<file path="src/design/pnc_pkg.sv">
// shared types and constants for the perfect number checker
// used by perfect_number_check, pnc_div and pnc_chk; depends on nothing
`default_nettype none

package pnc_pkg;

    // default width of the number field
    localparam int NUMBER_WIDTH_DEF = 16;

    // width of the reported sums
    localparam int SUM_WIDTH = 19;

    // extra accumulator bits above the number width, enough for the divisor sum
    localparam int ACC_MARGIN = 4;

    // sequencer states of the top level
    typedef enum logic [2:0] {
        S_IDLE,
        S_START,
        S_WAIT,
        S_ACC_D,
        S_ACC_Q,
        S_SUB,
        S_OUT
    } t_state;

endpackage

`default_nettype wire

</file>
<file path="src/design/pnc_div.sv">
// bit-serial restoring divider, one quotient bit per cycle
// depends on pnc_pkg for the default width
`default_nettype none

module pnc_div #(
    parameter int NUMBER_WIDTH = pnc_pkg::NUMBER_WIDTH_DEF
) (
    input  wire logic                    i_clk,
    input  wire logic                    i_rst_n,
    input  wire logic                    i_start,
    input  wire logic [NUMBER_WIDTH-1:0] i_dividend,
    input  wire logic [NUMBER_WIDTH-1:0] i_divisor,
    output logic      [NUMBER_WIDTH-1:0] o_quotient,
    output logic      [NUMBER_WIDTH-1:0] o_remainder,
    output logic                         o_done
);

    localparam int CNT_W = $clog2(NUMBER_WIDTH + 1);

    logic [NUMBER_WIDTH-1:0] r_rem;
    logic [NUMBER_WIDTH-1:0] r_quo;
    logic [CNT_W-1:0]        r_cnt;
    logic                    r_busy;
    logic                    r_done;

    logic [NUMBER_WIDTH:0]   shifted;
    logic [NUMBER_WIDTH:0]   diff;
    logic                    fits;

    // next partial remainder with the top dividend bit shifted in
    always_comb begin
        shifted = {r_rem, r_quo[NUMBER_WIDTH-1]};
        diff    = shifted - {1'b0, i_divisor};
        fits    = ~diff[NUMBER_WIDTH];
    end

    always_ff @(posedge i_clk) begin
        if (!i_rst_n) begin
            r_busy <= 1'b0;
            r_done <= 1'b0;
            r_cnt  <= '0;
        end else begin
            r_done <= 1'b0;
            if (i_start) begin
                r_busy <= 1'b1;
                r_cnt  <= CNT_W'(NUMBER_WIDTH);
            end else if (r_busy) begin
                r_cnt <= r_cnt - CNT_W'(1);
                if (r_cnt == CNT_W'(1)) begin
                    r_busy <= 1'b0;
                    r_done <= 1'b1;
                end
            end
        end
    end

    // dividend bits leave at the top while quotient bits enter at the bottom
    always_ff @(posedge i_clk) begin
        if (i_start) begin
            r_rem <= '0;
            r_quo <= i_dividend;
        end else if (r_busy) begin
            r_rem <= fits ? diff[NUMBER_WIDTH-1:0] : shifted[NUMBER_WIDTH-1:0];
            r_quo <= {r_quo[NUMBER_WIDTH-2:0], fits};
        end
    end

    assign o_quotient  = r_quo;
    assign o_remainder = r_rem;
    assign o_done      = r_done;

endmodule

`default_nettype wire

</file>
<file path="src/design/perfect_number_check.sv">
// top level of the perfect number checker: divisor-pair sequencer and result register
// depends on pnc_pkg and pnc_div
//
// usage:
//   input channel  i_in_valid / o_in_stall carries i_number; a request is taken
//   when i_in_valid is high and o_in_stall is low
//   output channel o_out_valid / i_out_stall carries o_divisor_sum, o_proper_sum
//   and o_is_perfect, one result per request, in order
// timing:
//   divisors are tried in pairs d and n/d for d = 1 up to sqrt(n); each trial is
//   one pass of the bit-serial divider plus, when d divides n, the accumulate
//   states S_ACC_D and S_ACC_Q (only S_ACC_D if d = n/d); the divider sets the pace
//   a request of zero goes straight to the result with all fields zero
//   one request is worked on at a time; the next is taken as soon as the
//   previous result sits in the output register
// stall and reset:
//   a result held by i_out_stall stays stable in the output register; a finished
//   result waits in the sequencer until that register frees up
//   synchronous active-low reset empties the output register and returns the
//   sequencer to idle; there is no other state to clear
//   sums beyond 19 bits (only at wider NUMBER_WIDTH) saturate
`default_nettype none

module perfect_number_check #(
    parameter int NUMBER_WIDTH = pnc_pkg::NUMBER_WIDTH_DEF
) (
    input  wire logic                         i_clk,
    input  wire logic                         i_rst_n,
    input  wire logic                         i_in_valid,
    output logic                              o_in_stall,
    input  wire logic [NUMBER_WIDTH-1:0]      i_number,
    output logic                              o_out_valid,
    input  wire logic                         i_out_stall,
    output logic      [pnc_pkg::SUM_WIDTH-1:0] o_divisor_sum,
    output logic      [pnc_pkg::SUM_WIDTH-1:0] o_proper_sum,
    output logic                              o_is_perfect
);

    import pnc_pkg::*;

    // accumulator wide enough for the exact divisor sum
    localparam int ACC_W = NUMBER_WIDTH + ACC_MARGIN;
    // common width for the saturation compare
    localparam int EXT_W = (ACC_W > SUM_WIDTH) ? ACC_W : SUM_WIDTH;
    localparam logic [SUM_WIDTH-1:0] SUM_MAX = '1;

    t_state r_state;
    t_state n_state;

    logic [NUMBER_WIDTH-1:0] r_n;      // number under test
    logic [NUMBER_WIDTH-1:0] r_d;      // current trial divisor
    logic [ACC_W-1:0]        r_total;  // running sum of all divisors
    logic [ACC_W-1:0]        r_proper; // total minus the number

    logic                    r_out_valid;
    logic [SUM_WIDTH-1:0]    r_out_div;
    logic [SUM_WIDTH-1:0]    r_out_prop;
    logic                    r_out_perf;

    // divider interface
    logic                    div_start;
    logic                    div_done;
    logic [NUMBER_WIDTH-1:0] div_quo;
    logic [NUMBER_WIDTH-1:0] div_rem;

    // decoded controls
    logic                    in_stall;
    logic                    in_take;
    logic                    out_load;
    logic                    slot_free;

    // result formatting
    logic [EXT_W-1:0]        total_ext;
    logic [EXT_W-1:0]        proper_ext;
    logic [SUM_WIDTH-1:0]    total_sat;
    logic [SUM_WIDTH-1:0]    proper_sat;
    logic                    perfect;

    pnc_div #(
        .NUMBER_WIDTH (NUMBER_WIDTH)
    ) u_div (
        .i_clk       (i_clk),
        .i_rst_n     (i_rst_n),
        .i_start     (div_start),
        .i_dividend  (r_n),
        .i_divisor   (r_d),
        .o_quotient  (div_quo),
        .o_remainder (div_rem),
        .o_done      (div_done)
    );

    // output register frees up this cycle if empty or being taken
    assign slot_free = ~r_out_valid | ~i_out_stall;

    // next state
    always_comb begin
        n_state = r_state;
        case (r_state)
            S_IDLE: begin
                if (i_in_valid) begin
                    // zero has no divisors, go straight to the result
                    n_state = (i_number == '0) ? S_SUB : S_START;
                end
            end
            S_START: begin
                n_state = S_WAIT;
            end
            S_WAIT: begin
                if (div_done) begin
                    if (div_quo < r_d) begin
                        // past the square root, every pair has been seen
                        n_state = S_SUB;
                    end else if (div_rem == '0) begin
                        n_state = S_ACC_D;
                    end else begin
                        n_state = S_START;
                    end
                end
            end
            S_ACC_D: begin
                // a square root divisor counts once
                n_state = (div_quo == r_d) ? S_START : S_ACC_Q;
            end
            S_ACC_Q: begin
                n_state = S_START;
            end
            S_SUB: begin
                n_state = S_OUT;
            end
            S_OUT: begin
                if (slot_free) begin
                    n_state = S_IDLE;
                end
            end
            default: begin
                n_state = S_IDLE;
            end
        endcase
    end

    // state-decoded controls
    always_comb begin
        in_stall  = 1'b1;
        div_start = 1'b0;
        out_load  = 1'b0;
        case (r_state)
            S_IDLE: begin
                in_stall = 1'b0;
            end
            S_START: begin
                div_start = 1'b1;
            end
            S_OUT: begin
                out_load = slot_free;
            end
            default: begin
                in_stall = 1'b1;
            end
        endcase
    end

    assign in_take = i_in_valid & ~in_stall;

    // saturate sums to the output width; perfection uses the exact sum
    always_comb begin
        total_ext  = EXT_W'(r_total);
        proper_ext = EXT_W'(r_proper);
        total_sat  = (total_ext > EXT_W'(SUM_MAX)) ? SUM_MAX : total_ext[SUM_WIDTH-1:0];
        proper_sat = (proper_ext > EXT_W'(SUM_MAX)) ? SUM_MAX : proper_ext[SUM_WIDTH-1:0];
        perfect    = (r_proper == ACC_W'(r_n)) && (r_n != '0);
    end

    // control registers
    always_ff @(posedge i_clk) begin
        if (!i_rst_n) begin
            r_state     <= S_IDLE;
            r_out_valid <= 1'b0;
        end else begin
            r_state <= n_state;
            if (out_load) begin
                r_out_valid <= 1'b1;
            end else if (r_out_valid && !i_out_stall) begin
                r_out_valid <= 1'b0;
            end
        end
    end

    // datapath registers
    always_ff @(posedge i_clk) begin
        case (r_state)
            S_IDLE: begin
                if (in_take) begin
                    r_n     <= i_number;
                    r_d     <= NUMBER_WIDTH'(1);
                    r_total <= '0;
                end
            end
            S_WAIT: begin
                // non-divisor: move on to the next candidate
                if (div_done && div_quo >= r_d && div_rem != '0) begin
                    r_d <= r_d + NUMBER_WIDTH'(1);
                end
            end
            S_ACC_D: begin
                r_total <= r_total + ACC_W'(r_d);
                if (div_quo == r_d) begin
                    r_d <= r_d + NUMBER_WIDTH'(1);
                end
            end
            S_ACC_Q: begin
                r_total <= r_total + ACC_W'(div_quo);
                r_d     <= r_d + NUMBER_WIDTH'(1);
            end
            S_SUB: begin
                r_proper <= r_total - ACC_W'(r_n);
            end
            default: begin
                r_d <= r_d;
            end
        endcase
    end

    // output register payload, held while stalled
    always_ff @(posedge i_clk) begin
        if (out_load) begin
            r_out_div  <= total_sat;
            r_out_prop <= proper_sat;
            r_out_perf <= perfect;
        end
    end

    assign o_in_stall    = in_stall;
    assign o_out_valid   = r_out_valid;
    assign o_divisor_sum = r_out_div;
    assign o_proper_sum  = r_out_prop;
    assign o_is_perfect  = r_out_perf;

endmodule

`default_nettype wire

</file>
<file path="config.mk">
export PLATFORM = sky130hd
export DESIGN_NAME = perfect_number_check
export DESIGN_NICKNAME = d
export VERILOG_FILES = /design/src/design/pnc_pkg.sv /design/src/design/pnc_div.sv /design/src/design/perfect_number_check.sv
export SDC_FILE = /design/constraint.sdc
export NUM_CORES = 1
export LEC_CHECK = 0
export BUFFER_PORTS_ARGS = -buffer_cell sky130_fd_sc_hd__buf_2
export CAP_MARGIN = 20
export CORE_MARGIN = 2
export CORE_UTILIZATION = 25
export DETAILED_ROUTE_END_ITERATION = 8
export PLACE_DENSITY = 0.5
export SLEW_MARGIN = 40
export SYNTH_ARGS = -nofsm -noshare
export SYNTH_HDL_FRONTEND = slang
export SYNTH_HIERARCHICAL = 1
export SYNTH_SLANG_ARGS = --single-unit
</file>
<file path="constraint.sdc">
create_clock -name i_clk -period 10.15 [get_ports i_clk]
set_clock_uncertainty 0.05 [all_clocks]
set_input_delay 1.5225 -clock i_clk [delete_from_list [all_inputs] [get_ports i_clk]]
set_output_delay 1.5225 -clock i_clk [all_outputs]
set_load 0.005 [all_outputs]
</file>
==> flow_metrics.env, run 1 <==
export IMPL_fp_row_count=70
export IMPL_clockBufferDepth=2
export IMPL_use_met2=0.193
export IMPL_grt_usage=0.126
export IMPL_min_period_ns=3.56
export IMPL_clkPwrFrac=0.215
export IMPL_met3_usage=0.0219
export IMPL_seq_area_frac_synth=0.464
export IMPL_syn_cell_area_um2=9380
export IMPL_clk_insertion_delay_late_ns=0.43
export IMPL_n_fill_cell=3822
export IMPL_drtIter0Drc=428
export IMPL_coreArea_um2=36800
export IMPL_cp_max_fo=22
export IMPL_synthToLayoutAreaGrowth_pct=15.6
export IMPL_vias_per_cell=4.82
export IMPL_io_pins=61
export IMPL_cts_root_buf="clkbuf_16"
export IMPL_max_slew_margin=0.467
export IMPL_grt_pass1_vias=6663
export IMPL_r2r_slack_ns=6.59
export IMPL_grt_max_degree=40
export IMPL_drtPass1Iterations=5
export IMPL_report_final_slew_viol_count=0
export IMPL_ys_seq_elements=154
export IMPL_ys_warn_count=6
export IMPL_htreeDepth=4
export IMPL_design_area_um2=10800
export IMPL_p_comb_frac=0.440
export IMPL_finish_net_count=1069
export IMPL_grt_pass1_wl_mm=37.6
export IMPL_busiest_layer="met2"
export IMPL_synthTopCellsByArea="edfxtp_1 41%, ha_1 8.9%, dfxtp_1 5.8%"
export IMPL_fp_dieH_um=198
export IMPL_met1_usage=0.177
export IMPL_status="finished, final reports clean"
export IMPL_tns_ns=0
export IMPL_clk_pin_slew_ns=0.07
export IMPL_hold_path_class="reg2reg"
export IMPL_syn_num_nets=1005
export IMPL_async_flop_share=0
export IMPL_worst_pin_slew_ns=0.798
export IMPL_fp_dieW_um=198
export IMPL_drive_gt1_frac=0.177
export IMPL_cts_made_buffers=17
export IMPL_ctsHoldBuffers=0
export IMPL_seq_area_um2=4350
export IMPL_insertedDiodeCount=0
export IMPL_swShare=0.409
export IMPL_internal_power_mw=1.75
export IMPL_arrival_ns=3.68
export IMPL_cts_setup_buffers=0
export IMPL_synth_ff_type="edfxtp_1"
export IMPL_power_mw=2.96
export IMPL_reg2reg_from="r_state[2]"
export IMPL_startpoint_type="flip-flop"
export IMPL_p_sw_mw=1.21
export IMPL_totalWireLength_mm=23.9
export IMPL_ys_types=69
export IMPL_die_area_um2=39100
export IMPL_final_setup_viol_count=0
export IMPL_routedWlPerCell_um=16.4
export IMPL_drv_cap=0
export IMPL_r2r_end="r_total[12]"
export IMPL_endpoint_kind="flip-flop"
export IMPL_post_route_drc_count=0
export IMPL_tritoncts="done"
export IMPL_final_cell_mix="127 x edfxtp_1, 72 x nand2_1, 69 x nor2_1"
export IMPL_synth_top_area_frac=0.407
export IMPL_cts_resized=0
export IMPL_grt_remaining_overflow=0
export IMPL_final_period_utilization=0.350
export IMPL_startpoint="r_state[2]"
export IMPL_dr_total_vias=7038
export IMPL_antenna_found_initial=1
export IMPL_cp_required_ns=10.27
export IMPL_ant_nets=0
export IMPL_p_per_area_nw_per_um2=273
export IMPL_mostFrequentLayoutCell="edfxtp_1"
export IMPL_multi_input_area_um2=4700
export IMPL_setup_worst_path_end="r_total[12]"
export IMPL_p_leak_nw=4.12
export IMPL_utilization=0.295
export IMPL_rsz0062_at_grt="false"
export IMPL_seq_power_share=0.345
export IMPL_dpl_worst_slack_ns=6.61
export IMPL_synth_edf_count=127
export IMPL_worstRegToRegCells=13
export IMPL_gp_congestion=0.798
export IMPL_place_area_um2=10200
export IMPL_portBuffers=60
export IMPL_hold_viol=0
export IMPL_cts_sinks=154
export IMPL_path_class="reg2reg"
export IMPL_vdd_drop_max_v=0.000114
export IMPL_setup_slack_ns=6.59
export IMPL_synth_area_leader_cell="edfxtp_1"
export IMPL_synth_avg_cell_area_um2=10.2
export IMPL_syn_instance_count=915
export IMPL_dp_hpwl_mm=18.1
export IMPL_initial_core_util=0.255
export IMPL_fmax_mhz=281
critical path: stages (launching register included):
cell      delay [ns]
dfxtp_1         0.47
inv_2           0.15
nor3_4          0.49
buf_6           0.25
mux2_2          0.35
ha_1            0.21
inv_1           0.08
fa_1            0.19
nor2b_1         0.09
o31ai_4         0.27
a21boi_2        0.14
o32ai_1         0.33
xor2_1          0.18
nor2_1          0.05
sequential cells by signal, summed over array words and instances (netlist names):
register	flops
u_div/o_quotient	16
o_out_valid	1
o_divisor_sum	19
u_div/o_done	1
r_total	20
u_div/o_remainder	16
o_proper_sum	19
u_div/r_cnt	5
u_div/r_busy	1
proper_ext	20
r_d	16
o_is_perfect	1
r_n	16
r_state	3
worst min path at each step:
stage	from	end	slack [ns]	depth (start not counted)
after floorplan	u_div/r_cnt[1]	u_div/r_cnt[1]	0.42	2
after global placement	u_div/r_cnt[1]	u_div/r_cnt[1]	0.44	2
after detailed placement	u_div/r_cnt[1]	u_div/r_cnt[1]	0.45	2
after CTS	u_div/r_cnt[1]	u_div/r_cnt[1]	0.46	2
after global routing	proper_ext[18]	o_proper_sum[18]	0.50	1
final	u_div/o_remainder[3]	u_div/o_remainder[3]	0.46	2
cell usage after synthesis, drive strengths merged, types with 11 or more instances:
library cell / instances
nor2b: 12
mux2i: 12
o21ai: 53
and3: 11
xnor2: 50
ha: 67
nor3: 22
dfxtp: 27
a21o: 13
nor2: 72
edfxtp: 127
nand3: 16
a211oi: 12
xor2: 19
inv: 65
nand4: 17
nand2: 73
nor4: 18
or2: 42
clkbuf: 17
a21oi: 59
nand2b: 11
mux2: 18
per-stage QoR:
step           instances  hold WS, ns
2_1_floorplan        915        0.418
3_5_place_dp        1428        0.445
3_3_place_gp        1427        0.442
6_report            1460        0.459
4_1_cts             1460        0.457
5_1_grt             1460        0.498
power groups by stage:
stage	logic (mW)	registers (mW)	clock network, mW
after floorplan	1.07	0.950	0
after global placement	1.28	1.04	0
after CTS	1.30	1.02	0.654
after global routing	1.47	1.04	0.679
final	1.30	1.02	0.636
after detailed placement	1.30	1.03	0
area by class of cell:
cell class,instances,share of cell area
multi-input combinational,674,0.434
sequential,154,0.402
tap,468,0.0540
clock buffer,17,0.0392
timing repair buffer,67,0.0329
inverter,65,0.0225
clock inverter,15,0.0158
cells by family (layout without fill, tap and decap cells):
| logic type | Yosys count | in the layout | share of synthesized area |
|---|---|---|---|
| simple gates | 307 | 307 | 0.164 |
| compound gates | 198 | 198 | 0.139 |
| flops | 154 | 154 | 0.464 |
| buf+inv | 87 | 164 | 0.0376 |
| fa+ha+maj | 70 | 70 | 0.0958 |
| xor+xnor | 69 | 69 | 0.0645 |
| mux | 30 | 30 | 0.0348 |
layer usage:
metal,routed length [µm],vias up
met2,10700,179
li1,-,3458
met3,1190,35
met5,13,-
met4,514,2
met1,11500,3364
Power figures use the tool's default switching activity.
==> run 2: changes to the inputs <==
--- a/config.mk
+++ b/config.mk
@@ -5,6 +5,7 @@
 export SDC_FILE = /design/constraint.sdc
 export NUM_CORES = 1
 export LEC_CHECK = 0
+export ABC_AREA = 1
 export BUFFER_PORTS_ARGS = -buffer_cell sky130_fd_sc_hd__buf_2
 export CAP_MARGIN = 20
 export CORE_MARGIN = 2
==> constraint.sdc (replaced) <==
create_clock -name i_clk -period 3.7 [get_ports i_clk]
set_clock_uncertainty 0.05 [all_clocks]
set_input_delay 0.555 -clock i_clk [delete_from_list [all_inputs] [get_ports i_clk]]
set_output_delay 0.555 -clock i_clk [all_outputs]
set_load 0.005 [all_outputs]
==> flow_metrics.env, run 2 <==
export IMPL_status="finished, final reports clean"
export IMPL_synth_top_area_frac=0.373
export IMPL_design_area_um2=11800
export IMPL_rsz0062_at_grt="false"
export IMPL_grt_pass1_wl_mm=45.0
export IMPL_internal_power_mw=5.86
export IMPL_tns_ns=0
export IMPL_swShare=0.486
export IMPL_r2r_slack_ns=0.60
export IMPL_fp_dieH_um=206
export IMPL_cts_resized=0
export IMPL_vdd_drop_max_v=0.000429
export IMPL_synth_ff_type="edfxtp_1"
export IMPL_die_area_um2=42500
export IMPL_vias_per_cell=4.47
export IMPL_syn_num_nets=1386
export IMPL_place_area_um2=11200
export IMPL_p_sw_mw=5.54
export IMPL_htreeDepth=4
export IMPL_fp_row_count=74
export IMPL_cts_made_buffers=17
export IMPL_dr_total_vias=8545
export IMPL_dpl_worst_slack_ns=0.603
export IMPL_r2r_end="r_total[18]"
export IMPL_path_class="reg2reg"
export IMPL_antenna_found_initial=0
export IMPL_synth_avg_cell_area_um2=7.88
export IMPL_dp_hpwl_mm=22.9
export IMPL_coreArea_um2=40600
export IMPL_ys_seq_elements=154
export IMPL_hold_path_class="in2reg"
export IMPL_seq_power_share=0.291
export IMPL_grt_max_degree=40
export IMPL_synth_edf_count=127
export IMPL_worstHoldStart="i_number[3]"
export IMPL_whs_path_depth=1
export IMPL_initial_core_util=0.252
export IMPL_startpoint_type="flip-flop"
export IMPL_synthToLayoutAreaGrowth_pct=15.4
export IMPL_ys_types=56
export IMPL_grt_usage=0.139
export IMPL_clk_insertion_delay_late_ns=0.44
export IMPL_cts_setup_buffers=0
export IMPL_io_pins=61
export IMPL_ctsHoldBuffers=0
export IMPL_seq_area_frac_synth=0.426
export IMPL_totalWireLength_mm=28.6
export IMPL_reg2reg_from="r_state[1]"
export IMPL_post_route_drc_count=0
export IMPL_portBuffers=60
export IMPL_min_period_ns=3.10
export IMPL_hold_ws_ns=0.256
export IMPL_setup_slack_ns=0.599
export IMPL_cp_required_ns=3.83
export IMPL_cp_max_fo=16
export IMPL_clkPwrFrac=0.167
export IMPL_routedWlPerCell_um=15.0
export IMPL_max_slew_margin=0.454
export IMPL_mostFrequentLayoutCell="nand2_1"
export IMPL_cts_root_buf="clkbuf_16"
export IMPL_worstRegToRegCells=18
export IMPL_drtIter0Drc=597
export IMPL_drtPass1Iterations=5
export IMPL_p_per_area_nw_per_um2=967
export IMPL_worst_pin_slew_ns=0.818
export IMPL_synthTopCellsByCount="351 x nand2_1, 202 x inv_1, 127 x edfxtp_1"
export IMPL_endpoint_kind="flip-flop"
export IMPL_syn_instance_count=1296
export IMPL_fp_dieW_um=206
export IMPL_clockBufferDepth=2
export IMPL_synthTopCellsByArea="edfxtp_1 37%, nand2_1 13%, ha_1 8.2%"
export IMPL_tritoncts="done"
export IMPL_report_final_slew_viol_count=0
export IMPL_drive_gt1_frac=0.143
export IMPL_clk_pin_slew_ns=0.07
export IMPL_grt_pass1_vias=8111
export IMPL_fmax_mhz=322
export IMPL_ys_warn_count=6
export IMPL_syn_cell_area_um2=10200
export IMPL_final_setup_viol_count=0
export IMPL_utilization=0.291
export IMPL_hold_viol=0
export IMPL_p_comb_frac=0.541
export IMPL_insertedDiodeCount=0
export IMPL_finish_net_count=1458
export IMPL_p_leak_nw=5.37
export IMPL_final_cell_mix="351 x nand2_1, 201 x inv_1, 127 x edfxtp_1"
export IMPL_final_period_utilization=0.838
export IMPL_grt_remaining_overflow=0
export IMPL_arrival_ns=3.23
export IMPL_synth_most_common_cell="nand2_1"
export IMPL_gp_congestion=0.887
export IMPL_worstHoldEndpoint="r_n[3]"
export IMPL_synth_area_leader_cell="edfxtp_1"
export IMPL_ant_nets=0
export IMPL_async_flop_share=0
export IMPL_drv_cap=0
export IMPL_cts_sinks=154
[run 2: through the flow]
stage                     instances  power, mW
after detailed placement       1881       9.51
after global routing           1913       12.5
after global placement         1881       9.47
final                          1913       11.4
after floorplan                1296       7.77
after CTS                      1913       11.4
[run 2: cell type report]
cell class,instances,area [µm²]
Clock buffer,17,425
Clock inverter,15,199
Fill cell,4411,28800
Inverter,214,803
Multi-Input combinational cell,913,4980
Sequential cell,154,4350
Tap cell,532,666
Timing Repair Buffer,68,360
[run 2: critical path, cell delays in order (launching register included)]
cell and delay (ns):
dfxtp_1 0.34, nor2_2 0.18, inv_2 0.08, nor2_4 0.30
inv_2 0.11, o21ai_0 0.19, ha_1 0.23, inv_1 0.10
fa_1 0.36, inv_1 0.09, nand3_1 0.07, nand2_1 0.09
inv_1 0.07, o21ai_2 0.20, nand2_1 0.10, nand2_1 0.11
nand2_1 0.06, nand2_1 0.05, a21oi_1 0.06
[run 2: kinds of logic (layout without fill, tap and decap cells)]
kind of cell / count (synthesis) / count (layout) / share of synthesized area
AO/OA/AOI/OAI: 163 / 163 / 0.0898
XOR/XNOR: 30 / 30 / 0.0257
adder cells (fa/ha/maj): 70 / 70 / 0.0879
buffers and inverters: 229 / 314 / 0.0870
flip-flops: 154 / 154 / 0.426
AND/OR/NAND/NOR: 650 / 650 / 0.283
[run 2: worst max-delay path by stage]
stage	end	from	cells after the start	slack (ns)
detailed placement	r_total[18]	r_state[1]	18	0.60
CTS	r_total[18]	r_state[1]	18	0.58
finish	r_total[18]	r_state[1]	18	0.60
floorplan	o_divisor_sum[0]	i_out_stall	3	0.89
global placement	r_total[18]	r_state[1]	18	0.68
global route	r_total[18]	r_state[1]	18	0.28
[run 2: power by group through the flow]
stage	registers [mW]	clock network (mW)	logic [mW]
finish	3.32	1.90	6.17
CTS	3.33	1.94	6.18
detailed placement	3.36	0	6.15
global route	3.38	2.01	7.07
global placement	3.37	0	6.10
floorplan	3.03	0	4.74
[run 2: layer usage]
layer / wire length (µm) / up-vias / global-route usage
met4: 568 / 0 / 0.0395
met1: 13800 / 3959 / 0.192
met3: 1200 / 35 / 0.0205
met2: 13100 / 187 / 0.226
met5: 0 / - / 0
li1: - / 4364 / -
